$ cat config.mk
export PLATFORM = sky130hd
export DESIGN_NAME = segment_window_reassembly
export DESIGN_NICKNAME = d
export VERILOG_FILES = /design/src/rtl/swr_pkg.sv /design/src/rtl/swr_cfg.sv /design/src/rtl/swr_mem.sv /design/src/rtl/segment_window_reassembly.sv
export SDC_FILE = /design/constraint.sdc
export NUM_CORES = 2
export LEC_CHECK = 0
export ABC_AREA = 1
export BUFFER_PORTS_ARGS = -buffer_cell sky130_fd_sc_hd__buf_2
export CAP_MARGIN = 20
export CORE_MARGIN = 2
export CORE_UTILIZATION = 60
export DETAILED_ROUTE_END_ITERATION = 7
export MAX_ROUTING_LAYER = met4
export PLACE_DENSITY = 0.77
export SETUP_SLACK_MARGIN = 0.05
export SLEW_MARGIN = 20
export SYNTH_ARGS = -nofsm -noshare
export SYNTH_HDL_FRONTEND = slang
export SYNTH_SLANG_ARGS = --single-unit
$ cat constraint.sdc
create_clock -name i_clk -period 5 [get_ports i_clk]
set_input_delay 0.25 -clock i_clk [delete_from_list [all_inputs] [get_ports i_clk]]
set_output_delay 0.25 -clock i_clk [all_outputs]
set_load 0.01 [all_outputs]
$ cat src/rtl/swr_pkg.sv
// Shared types, codes and default sizes for the segment window reassembly block.
package swr_pkg;

    localparam int WINDOW_SEGMENTS_DEF = 16;
    localparam int MAX_PACKETS_DEF     = 64;

    localparam int ID_W    = 32;
    localparam int COUNT_W = 7;
    localparam int SEQ_W   = 8;
    localparam int STAT_W  = 3;
    localparam int SLOT_W  = 4;
    localparam int PDATA_W = 32;
    localparam int PADDR_W = 3;

    typedef enum logic [0:0] {
        OP_PUSH = 1'b0,
        OP_TICK = 1'b1
    } t_opcode;

    typedef enum logic [STAT_W-1:0] {
        STAT_NOT_USED      = 3'd0,
        STAT_COMPLETE      = 3'd1,
        STAT_PARTIAL       = 3'd2,
        STAT_OUT_OF_WINDOW = 3'd3,
        STAT_TICK_DONE     = 3'd4
    } t_status;

    typedef enum logic [0:0] {
        REG_START_ID = 1'b0,
        REG_PPSEG    = 1'b1
    } t_reg_idx;

    typedef enum logic [0:0] {
        ST_IDLE,
        ST_EXEC
    } t_state;

    // Configuration as seen by the datapath
    typedef struct packed {
        logic               restart;    // start ID written this cycle
        logic [ID_W-1:0]    start_val;  // value being written on restart
        logic [COUNT_W-1:0] ppseg;      // packets_per_segment register
    } t_cfg;

endpackage

$ cat src/rtl/swr_cfg.sv
// APB configuration registers for the segment window reassembly block.
module swr_cfg (
    input  logic                          i_clk,
    input  logic                          i_rst_n,
    input  logic                          psel,
    input  logic                          penable,
    input  logic                          pwrite,
    input  logic [swr_pkg::PADDR_W-1:0]   paddr,
    input  logic [swr_pkg::PDATA_W-1:0]   pwdata,
    output logic [swr_pkg::PDATA_W-1:0]   prdata,
    output logic                          pready,
    output swr_pkg::t_cfg                 o_cfg
);
    import swr_pkg::*;

    logic [ID_W-1:0]    r_start_id;
    logic [COUNT_W-1:0] r_ppseg;
    logic               wr_stb;

    assign pready = 1'b1;
    assign wr_stb = psel && penable && pwrite;

    always_ff @(posedge i_clk) begin
        if (!i_rst_n) begin
            r_start_id <= '0;
            r_ppseg    <= COUNT_W'(64);
        end else if (wr_stb) begin
            case (t_reg_idx'(paddr[2]))
                REG_START_ID: r_start_id <= pwdata[ID_W-1:0];
                REG_PPSEG:    r_ppseg    <= pwdata[COUNT_W-1:0];
                default:      r_ppseg    <= r_ppseg;
            endcase
        end
    end

    always_comb begin
        case (t_reg_idx'(paddr[2]))
            REG_START_ID: prdata = r_start_id;
            REG_PPSEG:    prdata = PDATA_W'(r_ppseg);
            default:      prdata = '0;
        endcase
    end

    assign o_cfg.restart   = wr_stb && (t_reg_idx'(paddr[2]) == REG_START_ID);
    assign o_cfg.start_val = pwdata[ID_W-1:0];
    assign o_cfg.ppseg     = r_ppseg;

endmodule

$ cat src/rtl/swr_mem.sv
// Slot memory: per-slot bitmap and complete flag, registered read, valid bits per entry.
module swr_mem #(
    parameter int DEPTH = swr_pkg::WINDOW_SEGMENTS_DEF,
    parameter int WIDTH = swr_pkg::MAX_PACKETS_DEF + 1,
    localparam int AW   = $clog2(DEPTH)
) (
    input  logic             i_clk,
    input  logic             i_rst_n,
    input  logic             i_rd_en,
    input  logic [AW-1:0]    i_rd_addr,
    output logic [WIDTH-1:0] o_rd_data,
    input  logic             i_wr_en,
    input  logic [AW-1:0]    i_wr_addr,
    input  logic [WIDTH-1:0] i_wr_data,
    input  logic             i_inv_en,
    input  logic             i_clr_all
);
    logic [WIDTH-1:0] r_mem [DEPTH];
    logic [DEPTH-1:0] r_valid;
    logic [WIDTH-1:0] r_rd_mem;
    logic             r_rd_vld;

    always_ff @(posedge i_clk) begin
        if (i_wr_en) begin
            r_mem[i_wr_addr] <= i_wr_data;
        end
    end

    always_ff @(posedge i_clk) begin
        if (i_rd_en) begin
            r_rd_mem <= r_mem[i_rd_addr];
        end
    end

    // Invalidation always targets the slot last read (the retired slot)
    always_ff @(posedge i_clk) begin
        if (!i_rst_n) begin
            r_valid  <= '0;
            r_rd_vld <= 1'b0;
        end else begin
            if (i_rd_en) begin
                r_rd_vld <= r_valid[i_rd_addr];
            end
            if (i_clr_all) begin
                r_valid <= '0;
            end else if (i_wr_en) begin
                r_valid[i_wr_addr] <= 1'b1;
            end else if (i_inv_en) begin
                r_valid[i_wr_addr] <= 1'b0;
            end
        end
    end

    // A slot never written since it was cleared reads as empty
    assign o_rd_data = r_rd_vld ? r_rd_mem : '0;

endmodule

$ cat src/rtl/segment_window_reassembly.sv
// Segment window reassembly tracker: top level with window control and result register.
//
// Tracks a window of WINDOW_SEGMENTS consecutive segment IDs, each with a packet
// bitmap and complete flag held in one slot memory. Every item (push or tick) is
// accepted in the idle state, where its slot is read into the memory's read register;
// the modify, write-back and result follow in the execute state. The input takes no
// new item until the last one has left the execute state, and a held result stalls
// that state until it is taken. Writing start_segment_id restarts the window at
// once and clears every slot through per-slot valid bits, so no clearing pass is needed.
module segment_window_reassembly #(
    parameter int WINDOW_SEGMENTS = swr_pkg::WINDOW_SEGMENTS_DEF,
    parameter int MAX_PACKETS     = swr_pkg::MAX_PACKETS_DEF
) (
    input  logic                          i_clk,
    input  logic                          i_rst_n,
    input  logic                          i_in_valid,
    output logic                          o_in_ready,
    input  logic                          i_opcode,
    input  logic [swr_pkg::ID_W-1:0]      i_segment_id,
    input  logic [swr_pkg::SEQ_W-1:0]     i_packet_seq,
    output logic                          o_out_valid,
    input  logic                          i_out_ready,
    output logic [swr_pkg::STAT_W-1:0]    o_status,
    output logic                          o_write_enable,
    output logic [swr_pkg::SLOT_W-1:0]    o_slot_index,
    output logic                          o_retired_complete,
    input  logic                          psel,
    input  logic                          penable,
    input  logic                          pwrite,
    input  logic [swr_pkg::PADDR_W-1:0]   paddr,
    input  logic [swr_pkg::PDATA_W-1:0]   pwdata,
    output logic [swr_pkg::PDATA_W-1:0]   prdata,
    output logic                          pready
);
    import swr_pkg::*;

    localparam int SW = $clog2(WINDOW_SEGMENTS);
    localparam int MP = MAX_PACKETS;
    localparam int EW = MP + 1;

    t_cfg              cfg;
    t_state            r_state, n_state;

    logic [ID_W-1:0]   r_base;
    logic [SW-1:0]     r_head;

    // Item captured at accept
    t_opcode           r_op;
    logic [SEQ_W-1:0]  r_seq;
    logic [SW-1:0]     r_slot;
    logic              r_in_win;

    // Result register
    logic              r_out_valid;
    t_status           r_status;
    logic              r_we;
    logic [SW-1:0]     r_out_slot;
    logic              r_retired;

    logic              accept;
    logic              exec_done;

    logic [ID_W-1:0]   offset;
    logic              in_win;
    logic [SW:0]       slot_sum;
    logic [SW-1:0]     push_slot;
    logic [SW-1:0]     rd_slot;

    logic [EW-1:0]     rd_data;
    logic [MP-1:0]     cur_bm;
    logic              cur_cmp;
    logic [COUNT_W-1:0] eff_cnt;
    logic [MP-1:0]     full_mask;
    logic [MP-1:0]     seq_bit;
    logic [MP-1:0]     new_bm;
    logic              seq_bad;
    logic              dup;
    logic              is_new;
    logic              now_cmp;
    logic              is_tick;

    t_status           res_status;
    logic              res_we;
    logic [SW-1:0]     res_slot;
    logic              res_retired;

    swr_cfg u_cfg (
        .i_clk   (i_clk),
        .i_rst_n (i_rst_n),
        .psel    (psel),
        .penable (penable),
        .pwrite  (pwrite),
        .paddr   (paddr),
        .pwdata  (pwdata),
        .prdata  (prdata),
        .pready  (pready),
        .o_cfg   (cfg)
    );

    // ---------------- accept stage: locate the slot and read it
    assign offset    = i_segment_id - r_base;
    assign in_win    = offset < ID_W'(WINDOW_SEGMENTS);
    assign slot_sum  = (SW+1)'(r_head) + (SW+1)'(offset[SW-1:0]);
    assign push_slot = (slot_sum >= (SW+1)'(WINDOW_SEGMENTS))
                       ? SW'(slot_sum - (SW+1)'(WINDOW_SEGMENTS)) : SW'(slot_sum);
    assign rd_slot   = (i_opcode == OP_TICK) ? r_head : push_slot;

    // ---------------- FSM
    always_comb begin
        n_state = r_state;
        case (r_state)
            ST_IDLE: if (i_in_valid) begin
                n_state = ST_EXEC;
            end
            ST_EXEC: if (!r_out_valid || i_out_ready) begin
                n_state = ST_IDLE;
            end
            default: n_state = ST_IDLE;
        endcase
    end

    always_comb begin
        case (r_state)
            ST_IDLE: begin
                o_in_ready = 1'b1;
                exec_done  = 1'b0;
            end
            ST_EXEC: begin
                o_in_ready = 1'b0;
                exec_done  = !r_out_valid || i_out_ready;
            end
            default: begin
                o_in_ready = 1'b0;
                exec_done  = 1'b0;
            end
        endcase
    end

    assign accept = i_in_valid && o_in_ready;

    always_ff @(posedge i_clk) begin
        if (!i_rst_n) begin
            r_state <= ST_IDLE;
        end else begin
            r_state <= n_state;
        end
    end

    always_ff @(posedge i_clk) begin
        if (accept) begin
            r_op     <= t_opcode'(i_opcode);
            r_seq    <= i_packet_seq;
            r_slot   <= rd_slot;
            r_in_win <= in_win;
        end
    end

    // ---------------- execute stage: classify, modify and write back
    assign cur_bm  = rd_data[MP-1:0];
    assign cur_cmp = rd_data[MP];

    always_comb begin
        if (cfg.ppseg == '0) begin
            eff_cnt = COUNT_W'(1);
        end else if (cfg.ppseg > COUNT_W'(MP)) begin
            eff_cnt = COUNT_W'(MP);
        end else begin
            eff_cnt = cfg.ppseg;
        end
    end

    always_comb begin
        for (int i = 0; i < MP; i++) begin
            full_mask[i] = COUNT_W'(i) < eff_cnt;
        end
    end

    assign seq_bit = MP'(1) << r_seq;
    assign new_bm  = cur_bm | seq_bit;
    assign seq_bad = r_seq >= SEQ_W'(eff_cnt);
    assign dup     = |(cur_bm & seq_bit);
    assign is_tick = r_op == OP_TICK;
    assign is_new  = !is_tick && r_in_win && !seq_bad && !cur_cmp && !dup;
    assign now_cmp = (new_bm & full_mask) == full_mask;

    always_comb begin
        res_we      = 1'b0;
        res_retired = 1'b0;
        res_slot    = r_slot;
        if (is_tick) begin
            res_status  = STAT_TICK_DONE;
            res_retired = cur_cmp;
        end else if (!r_in_win) begin
            res_status = STAT_OUT_OF_WINDOW;
            res_slot   = '0;
        end else if (is_new) begin
            res_we     = 1'b1;
            res_status = now_cmp ? STAT_COMPLETE : STAT_PARTIAL;
        end else begin
            res_status = STAT_NOT_USED;
        end
    end

    swr_mem #(
        .DEPTH (WINDOW_SEGMENTS),
        .WIDTH (EW)
    ) u_mem (
        .i_clk     (i_clk),
        .i_rst_n   (i_rst_n),
        .i_rd_en   (accept),
        .i_rd_addr (rd_slot),
        .o_rd_data (rd_data),
        .i_wr_en   (exec_done && is_new),
        .i_wr_addr (r_slot),
        .i_wr_data ({now_cmp, new_bm}),
        .i_inv_en  (exec_done && is_tick),
        .i_clr_all (cfg.restart)
    );

    // Window position: restart on config, advance on tick
    always_ff @(posedge i_clk) begin
        if (!i_rst_n) begin
            r_base <= '0;
            r_head <= '0;
        end else if (cfg.restart) begin
            r_base <= cfg.start_val;
            r_head <= '0;
        end else if (exec_done && is_tick) begin
            r_base <= r_base + 1'b1;
            r_head <= (r_head == SW'(WINDOW_SEGMENTS - 1)) ? '0 : r_head + 1'b1;
        end
    end

    // ---------------- result register
    always_ff @(posedge i_clk) begin
        if (!i_rst_n) begin
            r_out_valid <= 1'b0;
        end else if (exec_done) begin
            r_out_valid <= 1'b1;
        end else if (i_out_ready) begin
            r_out_valid <= 1'b0;
        end
    end

    always_ff @(posedge i_clk) begin
        if (exec_done) begin
            r_status   <= res_status;
            r_we       <= res_we;
            r_out_slot <= res_slot;
            r_retired  <= res_retired;
        end
    end

    assign o_out_valid        = r_out_valid;
    assign o_status           = r_status;
    assign o_write_enable     = r_we;
    assign o_slot_index       = SLOT_W'(r_out_slot);
    assign o_retired_complete = r_retired;

`ifndef ASSERT_OFF
    a_we_only_new: assert property (@(posedge i_clk) disable iff (!i_rst_n)
        (o_out_valid && o_write_enable) |->
        (o_status == STAT_COMPLETE || o_status == STAT_PARTIAL))
        else $error("write enable on a result that is not a new packet");

    a_oow_clean: assert property (@(posedge i_clk) disable iff (!i_rst_n)
        (o_out_valid && o_status == STAT_OUT_OF_WINDOW) |->
        (!o_write_enable && o_slot_index == '0 && !o_retired_complete))
        else $error("out-of-window result carries slot or write enable");

    a_accept_exec: assert property (@(posedge i_clk) disable iff (!i_rst_n)
        accept |=> (r_state == ST_EXEC && !o_in_ready))
        else $error("accepted item did not move to execute");

    a_tick_advance: assert property (@(posedge i_clk) disable iff (!i_rst_n)
        (exec_done && is_tick && !cfg.restart) |=> (r_base == $past(r_base) + 1'b1))
        else $error("tick did not advance the window base");
`endif

endmodule

After elaboration in Yosys (flattened, before gate mapping):

Memories as Yosys holds them, arrays and structs flattened. A register that Yosys moved wholly into a read port is not among the register bits.
Index checks and enable logic that the tools add are counted.

* memories: 1
* input bits: 83
* output and inout bits: 44
* memory bits (writable): 1040
* register bits after elaboration: 117
* word-level logic and storage cells: 162

* equality and inequality tests: 2
* bitwise logic cells: 10
* shift-type cells: 1
* reduce and logical (&&, ||, !) cells: 26
* $add $sub $neg: 5
* order comparisons: 71
* muxes and demuxes: 30

Memories
* u_mem.r_mem: words 16, width 65, rd ports 1, clocked after memory_dff 1, write ports 1, RTL line swr_mem.sv:18 `logic [WIDTH-1:0] r_mem [DEPTH];`

Operators by type and width (count)
* 6-bit by 7-bit < comparator with 1-bit output (first input constant): 32
* 64-bit bitwise AND: 2
* 5-bit by 7-bit < comparator with 1-bit output (first input constant): 16
* 65-bit 2-to-1 mux: 1
* 64-bit == test: 1
* 32-bit 2-to-1 mux: 2
* 64-bit bitwise OR: 1
* 32-bit case mux with 2 select lines: 1
* 64-bit OR reduction: 1
* 1-bit by 8-bit left shift with 64-bit output (first input constant): 1
* 4-bit by 7-bit < comparator with 1-bit output (first input constant): 8
* 32-bit by 1-bit adder with 32-bit output (second input constant): 1
* 32-bit by 5-bit < comparator with 1-bit output (second input constant): 1
* 16-bit 2-to-1 mux: 2
* 32-bit subtractor: 1
* 3-bit by 7-bit < comparator with 1-bit output (first input constant): 4
* 4-bit 2-to-1 mux: 5
* 16-bit bitwise AND: 1
* 16-bit inverter: 1
* 16-bit bitwise OR: 1
* 1-bit by 7-bit < comparator with 1-bit output (first input constant): 2
* 2-bit by 7-bit < comparator with 1-bit output (first input constant): 2
* 7-bit 2-to-1 mux: 2
* 1-bit logical AND: 11
* 21 further kinds: 45

Depth between registers and ports, before layout:

* depth in word-level cells: 11
* gate-level depth with buffers: 18
* gate-level depth less buffers: 17

Modules after synthesis:

A second synthesis with hierarchy kept.

* cell total of the unflattened synthesis: 5123
* area total of the unflattened synthesis: 54395.9 µm²

By module, submodules not included
* swr_mem: sequential area each 33522.2 µm², area an instance 44182.4 µm², times used 1, cells each 3347
* segment_window_reassembly: sequential area each 1451.4 µm², area an instance 7993.9 µm², times used 1, cells each 1419
* swr_cfg: sequential area each 780.7 µm², area an instance 2219.6 µm², times used 1, cells each 357

Worst setup path after synthesis:

Ideal clock, no wire load.

* path type: input to register
* start point: in i_in_valid
* end point: reg u_mem.r_rd_vld
* data required time: 4.875 ns
* library setup time: 0.125 ns
* stages on the path: 5
* slack: 0.754 ns
* buffers on the path: 0
* data arrival time: 4.121 ns
* path through: inv_1 nor2_1 nand3_1 o211ai_1 inv_1

* word-level cells in the longest chain between the ends: 1

Ends and longest elaborated chain
* start, declared: RTL line segment_window_reassembly.sv:16 `input logic i_in_valid,`
* 1-bit logical AND: RTL line segment_window_reassembly.sv:139 `assign accept = i_in_valid && o_in_ready;`
* via accept: RTL line segment_window_reassembly.sv:60 `logic accept;`
* end signal, assigned: RTL line swr_mem.sv:42 `r_rd_vld <= r_valid[i_rd_addr];`
* end, declared: RTL line swr_mem.sv:21 `logic r_rd_vld;`

The timed path passes the listed nets, and every way through them passes these cells.
A chain may end at the register's enable or synchronous reset.

Final worst setup path:

* start point: reg u_cfg.r_ppseg[2]
* end point: mem u_mem.r_mem[11][12] (netlist bit), enable pin

* word-level cells in the longest chain between the ends: 11
* elaborated cells between the ends (all ways): 12
* those cells by class: order compare: 2; mux: 4; reduce/logical: 6

Ends and longest elaborated chain
* start, declared: RTL line swr_cfg.sv:17 `logic [COUNT_W-1:0] r_ppseg;`
* start signal, assigned: RTL line swr_cfg.sv:30 `REG_PPSEG: r_ppseg <= pwdata[COUNT_W-1:0];`
* start signal, assigned: RTL line swr_cfg.sv:31 `default: r_ppseg <= r_ppseg;`
* 7-bit > comparator: RTL line segment_window_reassembly.sv:165 `end else if (cfg.ppseg > COUNT_W'(MP)) begin`
* 7-bit 2-to-1 mux: RTL line segment_window_reassembly.sv:165
* 7-bit 2-to-1 mux (*): RTL line segment_window_reassembly.sv:163 `if (cfg.ppseg == '0) begin`
* 8-bit by 7-bit greater-or-equal comparator with 1-bit output (*): RTL line segment_window_reassembly.sv:180 `assign seq_bad = r_seq >= SEQ_W'(eff_cnt);`
* 1-bit zero test (*): RTL line segment_window_reassembly.sv:183 `assign is_new = !is_tick && r_in_win && !seq_bad && !cur_cmp && !dup;`
* 1-bit logical AND (*) (3 in series): RTL line segment_window_reassembly.sv:183
* 1-bit logical AND (*): RTL line segment_window_reassembly.sv:213 `.i_wr_en (exec_done && is_new),`
* 1-bit 2-to-1 mux (*): RTL line swr_mem.sv:24 `if (i_wr_en) begin`
* 1-bit 2-to-1 mux (implied by the code) (*): RTL line swr_mem.sv:25 `r_mem[i_wr_addr] <= i_wr_data;`
* end, declared: RTL line swr_mem.sv:18

Mark *: on every way between the ends. The rest lies on a longest branch, timed or not.

==> run_results.csv <==
group,metric,value,unit
setup_path,cp.required,5.40,ns
timing,tightest_slew,1.21,ns
synth,synth_mux_area_frac,0,
setup_path,worstReg2RegEnd,"u_mem.r_mem[11][12]",
cells_and_area,fill_cells,6377,
timing,skew,0.0436,ns
cells_and_area,n_antenna_cell,0,
synth,synth_top_family_by_area,"simple AND/OR/NAND/NOR gates",
job,cap_violations,0,
hold_path,hold_path_end,"r_base[11]",
timing,drv_slew,0,
timing,setup_viol,0,
timing,grt_setup_unrepaired,"false",
pwr,ir_drop,0.350,mV
cells_and_area,drive_gt1_frac,0.0882,
synth,synth_xor_area_frac,0.00330,
floorplan,dieHeight,302,um
cts,numCtsBuffers,115,
cts,htreeDepth,3,
synth,synth_edf_count,1128,
setup_path,worstSetupStartpointType,"flop",
floorplan,io_pins,127,
setup_path,rrSetupSlack,0.63,ns
grt,antenna_found_initial,0,
cts,cts_root_buf,"clkbuf_16",
synth,synth_simple_gate_area_frac,0.143,
synth,synth-main-ff-cell,"edfxtp_1",
floorplan,die-area,0.0909,mm^2
place,placed_cell_area,0.0553,mm^2
drt,ant_nets,0,
hold_path,hp-class,"in -> reg",
cts,clkTransAtPathRegs,0.06,ns
cts,cts_num_sinks,1222,
grt,groute.usage.overall,0.333,
grt,grt_max_degree,199,
floorplan,initial_utilization,0.603,
drt,routedWlPerCell,23.8,um
floorplan,die_x,302,um
setup_path,critical_path_arrival,4.77,ns
pwr,power,0.0230,W
setup_path,crit_path_max_fanout,23,
place,dpl.hpwl,88500,um
synth,yosysSeqAreaShare,0.673,
timing,finalWorstPathRequiredPeriod,4.37,ns
floorplan,placeableCoreArea,0.0881,mm^2
timing,max_slew_margin,0.187,
run_status,outcome,"completed",
cts,clockBufferDepth,3,
cells_and_area,final_core_util,0.674,
synth,synth_compound_area_frac,0.127,
hold_path,worstHoldPathCells,3,
hold_path,min_from,"i_rst_n",
setup_path,end_kind,"flop",
drt,via_per_inst,6.23,
cells_and_area,fin_cells,6222,
synth,ys_types,49,
timing,fin_tns_setup,0,ns
drt,wirelength,148000,um
setup_path,critical_path_class,"reg -> reg",
synth,synth-seq-cells,1222,
place,gp_congestion,1.04,
synth,ys_warn_count,0,
cells_and_area,final_area,0.0594,mm^2
synth,syn-num-nets,4988,
synth,synth.avg_cell_area,10.9,um^2
setup_path,rr_worst_depth,14,
grt,gr-total-overflow,0,
synth,netlist_area,0.0531,mm^2
setup_path,reg2reg_from,"u_cfg.r_ppseg[2]",
drt,num_vias,38800,
timing,finalCritPeriodShare,0.875,
pwr,power_density,388,mW/mm^2
synth,synthAdderAreaFrac,0.0109,
drt,first_iter_violations,4910,
cts,clk_latency,0.74,ns
floorplan,rows,109,
cts,cts_tree,"yes",
timing,fmax,229,MHz
synth,async_flop_share,0,
timing,hold_violations,0,
cells_and_area,fin_nets,5087,
drt,drtPass1Iterations,8,
synth,synth_cells,4860,
drt,drc,0,
pwr,leakagePower,21.0,nW
grt,grt_first_pass_wirelength,220000,um
cells_and_area,synthToLayoutAreaGrowth,11.7,%
place,post-place-cells,5964,
place,port_buffers,123,
grt,first_global_vias,36300,
-- worst max-delay path: stages, from the launching register on --
cell and delay, ns:
dfxtp_1 0.58, inv_1 0.20, nor2_1 0.56, inv_1 0.17, ha_1 0.31, o21ai_0 0.07
nand2_1 0.07, a21oi_1 0.14, o21ai_0 0.12, nand3_1 0.11, nand3_1 0.12, nor2_4 0.52
nand3_1 0.26, inv_4 0.47, buf_4 0.34
-- worst max-delay path by stage --
stage	startpoint	to	slack [ns]	depth (start not counted)
final	u_cfg.r_ppseg[2]	u_mem.r_mem[11][12]	0.63	14
after detailed placement	u_cfg.r_ppseg[6]	u_mem.r_mem[11][12]	0.69	19
after global placement	u_cfg.r_ppseg[6]	u_mem.r_mem[11][41]	0.76	19
after global routing	u_cfg.r_ppseg[6]	u_mem.r_mem[11][28]	0.39	19
after CTS	u_cfg.r_ppseg[6]	u_mem.r_mem[11][12]	0.67	19
after floorplan	i_in_valid	u_mem.r_rd_vld	0.75	5
-- cell type report --
class / count / area [um^2] / area share
well taps: 1165 / 1460 / 0.0246
clock inverters: 62 / 567 / 0.00955
multi-input cells: 3082 / 15200 / 0.256
flip-flops and latches: 1222 / 35800 / 0.602
clock buffers: 153 / 3070 / 0.0517
repair buffers: 255 / 2190 / 0.0369
inverters: 283 / 1120 / 0.0190
-- state kept, by name (all words and copies together) (netlist names), 3 cells and up, named ones only --
register,cells
r_slot,4
o_slot_index,4
u_cfg.r_ppseg,7
u_mem.r_rd_mem,65
u_cfg.r_start_id,32
r_head,4
o_status,3
u_mem.r_mem,1040
r_seq,8
r_base,32
-- synthesized netlist by cell type (8+ instances only) --
| cell type | count | area, um^2 |
|---|---|---|
| edfxtp_1 | 1128 | 33900 |
| nor2_1 | 952 | 3570 |
| nand2_1 | 677 | 2540 |
| o21ai_0 | 546 | 2730 |
| inv_1 | 267 | 1000 |
| clkbuf_1 | 174 | 653 |
| a21oi_1 | 138 | 691 |
| o32ai_1 | 129 | 1130 |
| nand3_1 | 112 | 561 |
| dfxtp_1 | 94 | 1880 |
| a31oi_1 | 88 | 551 |
| nand4_1 | 81 | 507 |
| buf_2 | 79 | 395 |
| a211oi_1 | 68 | 510 |
| o21bai_1 | 67 | 503 |
| ha_1 | 43 | 538 |
| o22ai_1 | 29 | 181 |
| o21ai_1 | 25 | 125 |
| nor3_1 | 15 | 75.1 |
| xor2_1 | 13 | 114 |
| buf_1 | 12 | 45.0 |
| inv_2 | 12 | 45.0 |
| a21boi_0 | 10 | 75.1 |
| o2111ai_1 | 9 | 78.8 |
| nand3_2 | 8 | 80.1 |
| nand3b_1 | 8 | 60.1 |
-- kinds of logic (layout without fill, tap and decap cells) --
kind of cell / after synthesis / after routing
AOI/OAI and AO/OA: 1132 / 1132
xor gates and xnor gates: 20 / 20
adders and majority gates: 45 / 45
other: 1 / 1
DFF: 1222 / 1222
buffers and inverters: 556 / 753
and+or+nand+nor: 1884 / 1884
-- per-layer routing --
metal / global-route usage / share of wire / vias up
li1: - / - / 17600
met1: 0.446 / 0.39 / 18800
met2: 0.519 / 0.47 / 2075
met3: 0.0499 / 0.095 / 330
met4: 0.129 / 0.039 / 0
met5: - / 0 / -
-- metrics by stage --
stage | hold WS [ns] | setup slack, ns
2_1_floorplan | 0.349 | 0.754
3_3_place_gp | 0.442 | 0.760
3_5_place_dp | 0.435 | 0.691
4_1_cts | 0.0823 | 0.666
5_1_grt | 0.132 | 0.391
6_report | 0.129 | 0.625
-- power breakdown --
group / leakage (nW) / internal (W) / switching (W)
sequential: 11.1 / 0.0114 / 0.000160
clock: 1.76 / 0.00464 / 0.00377
combinational: 8.06 / 0.000892 / 0.00215
-- what timing repair did --
action                    4_1_cts  5_1_grt
hold endpoints to repair       82        0
buffers inserted                0        0
resized for setup               0        0
hold buffers                   43        0
-- cell usage in the layout, fill, tap and decap left out, drive strengths merged, types with 3 or more instances in the layout --
cell,Yosys,layout
dlygate4sd3,0,43
o21ai,571,571
nor2,962,962
xnor2,7,7
xor2,13,13
ha,43,43
o32ai,129,129
o2111ai,9,9
nor3,16,16
nand4,81,81
nand2,681,681
or2,7,7
o21bai,67,67
a22o,3,3
bufinv,0,6
clkinvlp,0,5
nor4,6,6
a21oi,145,145
a211oi,68,68
a21boi,10,10
edfxtp,1128,1128
clkbuf,174,153
o211ai,4,4
a31oi,88,88
clkinv,3,50
nand3b,8,8
a21o,3,3
o22ai,29,29
buf,99,212
inv,280,284
dfxtp,94,94
nand3,120,120
(Power assumes the default switching activity.)
